===== config.mk =====
export PLATFORM = sky130hd
export DESIGN_NAME = chord_oscillator_mixer_core
export DESIGN_NICKNAME = d
export VERILOG_FILES = /design/src/hw/rtl/com_pkg.sv /design/src/hw/rtl/com_phase_bank.sv /design/src/hw/rtl/com_mix.sv /design/src/hw/rtl/chord_oscillator_mixer_core.sv
export SDC_FILE = /design/constraint.sdc
export NUM_CORES = 2
export LEC_CHECK = 0
export BUFFER_PORTS_ARGS = -buffer_cell sky130_fd_sc_hd__buf_4
export CAP_MARGIN = 20
export CORE_ASPECT_RATIO = 0.9
export CORE_MARGIN = 1.5
export CORE_UTILIZATION = 55
export CTS_CLUSTER_DIAMETER = 60
export DETAILED_ROUTE_END_ITERATION = 12
export PLACE_DENSITY_LB_ADDON = 0.3
export SLEW_MARGIN = 15
export SYNTH_ARGS = -nofsm -noshare
export SYNTH_HDL_FRONTEND = slang
export SYNTH_SLANG_ARGS = --single-unit
export TNS_END_PERCENT = 1

===== constraint.sdc =====
create_clock -name clk -period 11.9 [get_ports clk]
set_clock_uncertainty 0.2 [all_clocks]
set_input_delay 1.785 -clock clk [delete_from_list [all_inputs] [get_ports clk]]
set_output_delay 1.785 -clock clk [all_outputs]
set_load 0.005 [all_outputs]

===== src/hw/rtl/com_pkg.sv =====
package com_pkg;

  localparam int PHASES      = 6;
  localparam int VOICES      = 6;
  localparam int MIN_VOICES  = 4;

  localparam int PHASE_W     = 32;
  localparam int PW_W        = 16;
  localparam int SAMPLE_W    = 16;
  localparam int VAL_W       = 18;
  localparam int WAVE_W      = 2;
  localparam int COUNT_W     = 3;
  localparam int CFG_INDEX_W = 3;
  localparam int CFG_DATA_W  = 32;

  localparam logic [CFG_INDEX_W-1:0] REG_WAVEFORM    = 3'd6;
  localparam logic [CFG_INDEX_W-1:0] REG_VOICE_COUNT = 3'd7;

  localparam logic [WAVE_W-1:0] WAVE_SAW      = 2'd0;
  localparam logic [WAVE_W-1:0] WAVE_TRIANGLE = 2'd1;
  localparam logic [WAVE_W-1:0] WAVE_SQUARE   = 2'd2;

  localparam logic [COUNT_W-1:0] COUNT_RESET = 3'd4;

  localparam int SQUARE_LEVEL = 5400;
  localparam int TRI_OFFSET   = 16384;
  localparam int HALF_SCALE   = 32768;
  localparam int SAMPLE_MAX   = 32767;
  localparam int SAMPLE_MIN   = -32768;

  typedef struct packed {
    logic [WAVE_W-1:0]  waveform;
    logic [COUNT_W-1:0] voice_count;
  } mix_cfg_t;

endpackage


===== src/hw/rtl/com_phase_bank.sv =====
module com_phase_bank (
  input  logic                         clk,
  input  logic                         rst,
  input  logic                         advance,
  input  logic [com_pkg::PHASE_W-1:0]  increment [com_pkg::PHASES],
  output logic [com_pkg::PHASE_W-1:0]  phase     [com_pkg::PHASES]
);

  always_ff @(posedge clk) begin
    if (rst) begin
      for (int i = 0; i < com_pkg::PHASES; i++) begin
        phase[i] <= '0;
      end
    end else if (advance) begin
      for (int i = 0; i < com_pkg::PHASES; i++) begin
        phase[i] <= phase[i] + increment[i];
      end
    end
  end

endmodule


===== src/hw/rtl/com_mix.sv =====
module com_mix #(
  parameter int VOICES = com_pkg::VOICES
) (
  input  com_pkg::mix_cfg_t                   cfg,
  input  logic [com_pkg::PW_W-1:0]            pulse_width,
  input  logic [com_pkg::PHASE_W-1:0]         phase [VOICES],
  output logic signed [com_pkg::SAMPLE_W-1:0] sample
);

  localparam int VAL_W   = com_pkg::VAL_W;
  localparam int SUM_W   = $clog2(VOICES * com_pkg::HALF_SCALE + 1) + 1;
  localparam int COUNT_W = com_pkg::COUNT_W;

  logic signed [VAL_W-1:0]   val [VOICES];
  logic [COUNT_W-1:0]        count;
  logic [com_pkg::PHASE_W-1:0] threshold;
  logic signed [SUM_W-1:0]   sum;
  logic signed [SUM_W-1:0]   scaled;

  assign threshold = {pulse_width, {(com_pkg::PHASE_W - com_pkg::PW_W){1'b0}}};

  always_comb begin
    count = cfg.voice_count;
    if (count < COUNT_W'(com_pkg::MIN_VOICES)) begin
      count = COUNT_W'(com_pkg::MIN_VOICES);
    end
    if (count > COUNT_W'(VOICES)) begin
      count = COUNT_W'(VOICES);
    end
  end

  always_comb begin
    for (int i = 0; i < VOICES; i++) begin
      case (cfg.waveform)
        com_pkg::WAVE_SAW: begin
          val[i] = VAL_W'(com_pkg::HALF_SCALE) - $signed({2'b00, phase[i][31:16]});
        end
        com_pkg::WAVE_TRIANGLE: begin
          if (phase[i][com_pkg::PHASE_W-1]) begin
            val[i] = VAL_W'(com_pkg::TRI_OFFSET + com_pkg::HALF_SCALE)
                     - $signed({2'b00, phase[i][31:16]});
          end else begin
            val[i] = $signed({2'b00, phase[i][31:16]})
                     - VAL_W'(com_pkg::HALF_SCALE - com_pkg::TRI_OFFSET);
          end
        end
        default: begin
          val[i] = (phase[i] > threshold) ? VAL_W'(com_pkg::SQUARE_LEVEL)
                                          : VAL_W'(-com_pkg::SQUARE_LEVEL);
        end
      endcase
    end
  end

  always_comb begin
    sum = '0;
    for (int i = 0; i < VOICES; i++) begin
      if (COUNT_W'(i) < count) begin
        sum = sum + SUM_W'(val[i]);
      end
    end
  end

  always_comb begin
    case (cfg.waveform)
      com_pkg::WAVE_SAW:      scaled = (sum >>> 2) + (sum >>> 5);
      com_pkg::WAVE_TRIANGLE: scaled = (sum >>> 2) + (sum >>> 3);
      default:                scaled = sum;
    endcase
  end

  always_comb begin
    if (scaled > SUM_W'(com_pkg::SAMPLE_MAX)) begin
      sample = com_pkg::SAMPLE_W'(com_pkg::SAMPLE_MAX);
    end else if (scaled < SUM_W'(com_pkg::SAMPLE_MIN)) begin
      sample = com_pkg::SAMPLE_W'(com_pkg::SAMPLE_MIN);
    end else begin
      sample = scaled[com_pkg::SAMPLE_W-1:0];
    end
  end

endmodule


===== src/hw/rtl/chord_oscillator_mixer_core.sv =====
// Six-voice phase accumulator oscillator with mixer. Each tick transaction
// advances all six 32-bit phases by their increments; the first voice_count
// voices (clamped to 4..VOICES) are shaped as saw, triangle or square (code 3
// acts as square), summed, scaled and clipped to one signed 16-bit sample.
// The block takes one tick per cycle while tick_stall is low. The accepting
// edge loads the phase accumulators and the pulse width register; when the
// stage moves on, the mixed sample goes into the output register and
// sample_valid rises. tick_stall follows sample_stall in the same cycle when
// both stages are full. Configuration writes are meant for idle periods only.
module chord_oscillator_mixer_core #(
  parameter int VOICES = com_pkg::VOICES
) (
  input  logic                                clk,
  input  logic                                rst,

  input  logic                                cfg_write,
  input  logic [com_pkg::CFG_INDEX_W-1:0]     cfg_index,
  input  logic [com_pkg::CFG_DATA_W-1:0]      cfg_data,

  input  logic                                tick_valid,
  output logic                                tick_stall,
  input  logic [com_pkg::PW_W-1:0]            pulse_width,

  output logic                                sample_valid,
  input  logic                                sample_stall,
  output logic signed [com_pkg::SAMPLE_W-1:0] sample_out
);

  logic [com_pkg::PHASE_W-1:0] increment [com_pkg::PHASES];
  logic [com_pkg::PHASE_W-1:0] phase     [com_pkg::PHASES];
  com_pkg::mix_cfg_t           mix_cfg;

  logic                        stage_valid;
  logic [com_pkg::PW_W-1:0]    stage_pw;
  logic                        stage_move;
  logic                        accept;
  logic signed [com_pkg::SAMPLE_W-1:0] mixed;

  always_ff @(posedge clk) begin
    if (rst) begin
      for (int i = 0; i < com_pkg::PHASES; i++) begin
        increment[i] <= '0;
      end
      mix_cfg.waveform    <= com_pkg::WAVE_SAW;
      mix_cfg.voice_count <= com_pkg::COUNT_RESET;
    end else if (cfg_write) begin
      if (cfg_index < com_pkg::CFG_INDEX_W'(com_pkg::PHASES)) begin
        increment[cfg_index] <= cfg_data;
      end else if (cfg_index == com_pkg::REG_WAVEFORM) begin
        mix_cfg.waveform <= cfg_data[com_pkg::WAVE_W-1:0];
      end else if (cfg_index == com_pkg::REG_VOICE_COUNT) begin
        mix_cfg.voice_count <= cfg_data[com_pkg::COUNT_W-1:0];
      end
    end
  end

  assign stage_move = stage_valid && (!sample_valid || !sample_stall);
  assign tick_stall = stage_valid && !stage_move;
  assign accept     = tick_valid && !tick_stall;

  com_phase_bank u_phase_bank (
    .clk       (clk),
    .rst       (rst),
    .advance   (accept),
    .increment (increment),
    .phase     (phase)
  );

  always_ff @(posedge clk) begin
    if (rst) begin
      stage_valid <= 1'b0;
    end else if (accept) begin
      stage_valid <= 1'b1;
    end else if (stage_move) begin
      stage_valid <= 1'b0;
    end
  end

  always_ff @(posedge clk) begin
    if (accept) begin
      stage_pw <= pulse_width;
    end
  end

  com_mix #(
    .VOICES (VOICES)
  ) u_mix (
    .cfg         (mix_cfg),
    .pulse_width (stage_pw),
    .phase       (phase[0:VOICES-1]),
    .sample      (mixed)
  );

  always_ff @(posedge clk) begin
    if (rst) begin
      sample_valid <= 1'b0;
    end else if (stage_move) begin
      sample_valid <= 1'b1;
    end else if (!sample_stall) begin
      sample_valid <= 1'b0;
    end
  end

  always_ff @(posedge clk) begin
    if (stage_move) begin
      sample_out <= mixed;
    end
  end

endmodule


== Word level (Yosys, flattened, before mapping) ==
Index checks and enable logic that the tools add are counted.

* Register bits: 423
* Output and inout bits: 18
* Logic and storage cells: 124

* $add $sub $neg: 31
* Magnitude comparators: 19
* Eq/ne operators: 4
* Muxes and demuxes: 35
* Bitwise operators: 3
* Reduce and logical (&&, ||, !) cells: 14

{| class="wikitable"
|+ Operators by type and width
! operator !! count
|-
| 18-bit two-way mux || 12
|-
| 18-bit one-hot mux with 2 select lines || 6
|-
| 16-bit by 16-bit subtractor with 17-bit output, first input constant || 12
|-
| 32-bit adder || 6
|-
| 192-bit bitwise mux || 1
|-
| 32-bit > comparator || 6
|-
| 19-bit two-way mux || 6
|-
| 16-bit by 15-bit subtractor with 17-bit output, second input constant || 6
|-
| 32-bit demux with 3-bit select || 1
|-
| 19-bit by 18-bit adder with 19-bit output || 5
|-
| 19-bit one-hot mux with 2 select lines || 1
|-
| 32-bit two-way mux || 1
|-
| 19-bit by 16-bit > comparator with 1-bit output, second input constant || 1
|-
| 19-bit by 16-bit less-than comparator with 1-bit output, second input constant || 1
|-
| 17-bit by 14-bit adder with 18-bit output || 1
|-
| 17-bit by 16-bit adder with 18-bit output || 1
|-
| 16-bit two-way mux || 1
|-
| 3-bit == test, second input constant || 2
|-
| 1-bit by 3-bit less-than comparator with 1-bit output, first input constant || 2
|-
| 2-bit by 3-bit less-than comparator with 1-bit output, first input constant || 2
|-
| 3-bit less-than comparator, first input constant || 2
|-
| 3-bit less-than comparator, second input constant || 2
|-
| 3-bit two-way mux || 2
|-
| 4-bit greater-or-equal comparator, second input constant || 1
|-
| 15 further kinds || 25
|}

== Depth between registers and ports, before layout ==
* Depth in word-level cells: 20
* Mapped depth: 60
* Gate-level depth less buffers: 58

== By module ==
A second synthesis with hierarchy kept.

* Cell total of the unflattened synthesis: 4,196
* Area total of the unflattened synthesis: 35,322.6 µm²

{| class="wikitable"
|+ Modules (own cells, without submodules)
! module !! instances !! cells an instance !! area each (µm²) !! sequential area each (µm²)
|-
| com_phase_bank || 1 || 1,852 || 15,288.4 || 3,843.7
|-
| com_mix || 1 || 1,615 || 11,263.3 || 0.0
|-
| chord_oscillator_mixer_core || 1 || 729 || 8,770.9 || 4,944.7
|}

== Worst setup path after synthesis ==
OpenSTA, ideal clock, no wires.

* Kind: register -> register
* Start point: register stage_pw[1] (netlist bit)
* End point: register sample_out[4] (netlist bit) (data pin)
* Arrival: 10.265 ns
* Required time: 11.438 ns
* Path slack: 1.172 ns
* Cell stages (with the launch flop): 57
* Path buffers: 2
* Period minus slack after synthesis: 10.728 ns
* Path through: edfxtp_1 -> inv_1 -> ha_1 -> nor2b_1 -> o21a_1 -> o21a_1 -> o21a_1 -> o21a_1 -> o21a_1 -> o21a_1 -> o21ai_0 -> a21oi_1 -> and2_1 -> clkbuf_1 -> a21oi_1 -> ha_1 -> inv_1 -> nor2_1 -> [21 not listed] -> mux2_2 -> ha_1 -> nor3_1 -> nand3_1 -> a211oi_1 -> o21ai_1 -> a41oi_4 -> nor2_1 -> ha_1 -> and2_1 -> o21ai_0 -> o21ai_0 -> o311a_1 -> nor3_1 -> a211oi_1 -> nor3_4 -> buf_6 -> o21ai_2

* Word-level cells in the longest chain between the ends: 18
* Elaborated cells on any way between the ends: 35

{| class="wikitable"
|+ RTL lines
! item !! line !! RTL
|-
| from (decl) || chord_oscillator_mixer_core.sv:34 || <nowiki>logic [com_pkg::PW_W-1:0] stage_pw;</nowiki>
|-
| from (signal assigned) || chord_oscillator_mixer_core.sv:81 || <nowiki>stage_pw <= pulse_width;</nowiki>
|-
| 32-bit > comparator || com_mix.sv:48 || <nowiki>val[i] = (phase[i] > threshold) ? VAL_W'(com_pkg::SQUARE_LEVEL)</nowiki>
|-
| 18-bit two-way mux || com_mix.sv:48 ||
|-
| 18-bit one-hot mux with 2 select lines || com_mix.sv:34 || <nowiki>case (cfg.waveform)</nowiki>
|-
| 19-bit two-way mux || com_mix.sv:58 || <nowiki>if (COUNT_W'(i) < count) begin</nowiki>
|-
| 19-bit by 18-bit adder with 19-bit output || com_mix.sv:59 || <nowiki>sum = sum + SUM_W'(val[i]);</nowiki>
|-
| 19-bit two-way mux || com_mix.sv:58 ||
|-
| 19-bit by 18-bit adder with 19-bit output || com_mix.sv:59 ||
|-
| 19-bit two-way mux || com_mix.sv:58 ||
|-
| [2 not listed] || - ||
|-
| 19-bit by 18-bit adder with 19-bit output || com_mix.sv:59 ||
|-
| 19-bit two-way mux || com_mix.sv:58 ||
|-
| 19-bit by 18-bit adder with 19-bit output || com_mix.sv:59 ||
|-
| 19-bit two-way mux * || com_mix.sv:58 ||
|-
| 17-bit by 14-bit adder with 18-bit output or 17-bit by 16-bit adder with 18-bit output (tied branches) || com_mix.sv:66, com_mix.sv:67 ||
|-
| 19-bit one-hot mux with 2 select lines * || com_mix.sv:65 || <nowiki>case (cfg.waveform)</nowiki>
|-
| 19-bit by 16-bit less-than comparator with 1-bit output || com_mix.sv:75 || <nowiki>end else if (scaled < SUM_W'(com_pkg::SAMPLE_MIN)) begin</nowiki>
|-
| 16-bit two-way mux || com_mix.sv:75 ||
|-
| to (signal assigned) || chord_oscillator_mixer_core.sv:106 || <nowiki>sample_out <= mixed;</nowiki>
|-
| to (decl) || chord_oscillator_mixer_core.sv:26 || <nowiki>output logic signed [com_pkg::SAMPLE_W-1:0] sample_out</nowiki>
|}

Mark *: on every way between the ends. The rest lies on a longest branch, timed or not.
A chain may end at the register's enable or synchronous reset.

== Final worst setup path ==
* Start point: register stage_pw[10] (netlist bit)
* End point: register sample_out[2] (netlist bit) (data pin)

The elaborated chain is that of the path after synthesis.

==> results.ini <==
[clock_network]
cts_tree=built
cts_root_buf=clkbuf_16
cts_buffers=51
insertion_delay_ps=630
clk_pin_slew_ps=50
hold_buffers=0
cts_num_sinks=423
htreeDepth=2
clockBufferDepth=3

[floorplan]
io_pins=74
coreArea_mm2=0.06166
die_height_um=240.6
die_area_mm2=0.06422
rows=86
die_w_um=267.0
start_util_pct=55.94

[drt]
ant_nets=0
drc_errors=0
via_per_inst=6.201
dr.pass1.iters=5
routed_wl_um=110800
drt_iter0_markers=3030
wl_per_cell_um=20.31
vias=33840

[sta]
fin_crit_sh_pct=97.71
hold_viol_final=0
worst_slew_pin_slew_ps=986.4
min_period_ps=11630
fmax_mhz=86.00
hold_ws_ps=257.9
relSlewSlack_pct=34.24
setup-violations-final=0
final_max_slew_viol_count=0

[synthesis]
ys_warn_count=0
synth.area.top_cells=dfxtp_1, ha_1, a21oi_1, nand2_1, xnor2_1
ys_ff_latch=423
yosys.area.top_type=dfxtp_1
async_flop_share_pct=0
synth.avg_cell_area_um2=7.575
synth_cells=4553
synth-edff-count=32
synth_area_mm2=0.03449
synth_nets=5030
ys_seq_area_share_pct=25.48
yosys_most_used_dff=dfxtp_1
synth_top_area_share_pct=22.70
synth.distinct_cells=89

[layout]
final_cell_mix=nand2_1, a21oi_1, ha_1
design_area_mm2=0.03821
fillCellCount=5520
multi_input_area_mm2=0.02488
syn2layout_area_growth_pct=10.80
regArea_mm2=0.008792
final_common_cell=nand2_1
final_nets=5058
drive_gt1_share_pct=8.333

[job]
drv_cap=0

[global_routing]
grt_start_max_net_pins=215
grt_pass1_vias=30810
grt-ovfl-total=0
grt_antenna_before_repair=5
grt_usage_pct=33.30
grt_pass1_wl_um=169700

[power]
p_leak_nw=16.50
finalPower_mw=8.785
power.density_mw_per_mm2=229.9
ir_drop_mv=0.4143

[hold_path]
hp-start=increment[115]
holdPathStages=2
holdPathEnd=increment[115]
min_path_type=flop to flop

[setup_path]
crit_start=stage_pw[10]
worstPathArrival_ps=11770
r2r_slack_ps=270
r2r-start=stage_pw[10]
crit_type=flop to flop
required_ps=12040
end_kind=flop
max_stage_delay_ps=410
r2r_cells=58
startpoint_type=flop
crit_slowest_cell=ha_2
r2r-end=sample_out[2]
path_max_fanout=8

[placement]
place.gp.congestion=1.015
place_area_mm2=0.03584
dp_hpwl_um=79820
io_buffers=73

[outcome]
status=completed

## layout make-up
type | instances | share of cell area, %
antenna | 1 | 0.006549
clock buffer | 67 | 3.706
clock inverter | 25 | 0.7793
inverter | 138 | 1.378
multi-input combinational | 3812 | 65.11
sequential | 423 | 23.01
tap | 836 | 2.737
timing repair buffer | 155 | 3.271
## cell families after synthesis
group / count (synthesis) / share of synthesized area, %
AOI/OAI and AO/OA: 1403 / 24.74
xor gates and xnor gates: 284 / 7.252
adders and majority gates: 421 / 15.56
buffers and inverters: 319 / 3.591
DFF: 423 / 25.48
muxes: 39 / 1.183
and+or+nand+nor: 1664 / 22.20
## power by group
part,internal (mW),switching [mW]
clock network,0.931,0.675
logic,2.45,3.09
registers,1.59,0.0421
total,4.97,3.81
## stage by stage
step                      worst slack, ps  util, %  TNS [ps]  cells
after detailed placement            67.03    58.13         0   5333
final                               272.7    61.98         0   5457
after CTS                           98.17    60.92         0   5425
after global placement              252.1    58.09         0   5331
after global routing               -248.6    61.98     -3409   5457
after floorplan                      1173        -         0   4553
## routing by layer
metal  global-route usage (%)  routed length (µm)  part of all wire [%]  vias up
li1                         -                   -                     -    16440
met1                    45.13               48200                    43    15760
met2                    52.10               47280                    43     1369
met3                    6.101               10470                   9.5      264
met4                    13.79                4854                   4.4        2
met5                        0                  11                0.0099        -
## flip-flops by register name (all words and copies together), names as in the netlist
name	cells
stage_pw	16
sample_out	16
mix_cfg	5
increment	192
sample_valid	1
u_phase_bank.phase	192
stage_valid	1
## Yosys cell counts, types with 8 or more instances
cell / n
buf_1: 17
nor3_1: 87
a21boi_0: 12
nor4_1: 37
nand2b_1: 60
nand3b_1: 15
a31oi_1: 39
o31ai_1: 34
o21a_1: 57
and4_1: 8
or3_1: 41
nor2b_1: 56
o21bai_1: 44
dfxtp_1: 391
o21ai_2: 11
a211oi_1: 50
clkbuf_1: 156
o2111ai_1: 10
and3_1: 27
or2_2: 17
o21ai_1: 8
xnor2_1: 184
o21ai_0: 193
nand4_1: 36
nor3b_1: 9
mux2_2: 14
nand2_1: 795
mux2i_1: 25
a21oi_1: 689
a211o_1: 13
nor2_1: 288
o211ai_1: 27
nor4b_1: 13
ha_1: 408
o41ai_1: 15
fa_1: 13
xor2_1: 99
inv_1: 136
a21o_1: 122
or4_1: 22
and2_1: 21
edfxtp_1: 32
nand3_1: 110
## worst max-delay path: cells and delay by family, from the launching register on
family	cells	cell delay (ps)
flops	1	370
mux	1	310
xor+xnor	4	590
compound gates	25	4450
fa+ha+maj	7	2270
simple gates	17	2430
buf+inv	4	720
## how the worst max path moves through the flow
| stage | depth (start not counted) | end | slack [ps] |
|---|---|---|---|
| 2_1_floorplan | 56 | sample_out[4] | 1170 |
| 3_3_place_gp | 57 | sample_out[8] | 250 |
| 3_5_place_dp | 57 | sample_out[8] | 70 |
| 4_1_cts | 57 | sample_out[8] | 100 |
| 5_1_grt | 59 | sample_out[0] | -250 |
| 6_report | 58 | sample_out[2] | 270 |
## repair_timing
item / in CTS / in global routing
resized for setup: 1 / 93
cloned: 0 / 2
pin swaps: 0 / 32
endpoints found under the setup margin: 1 / 15
setup buffers: 0 / 29
(Power assumes the default switching activity.)
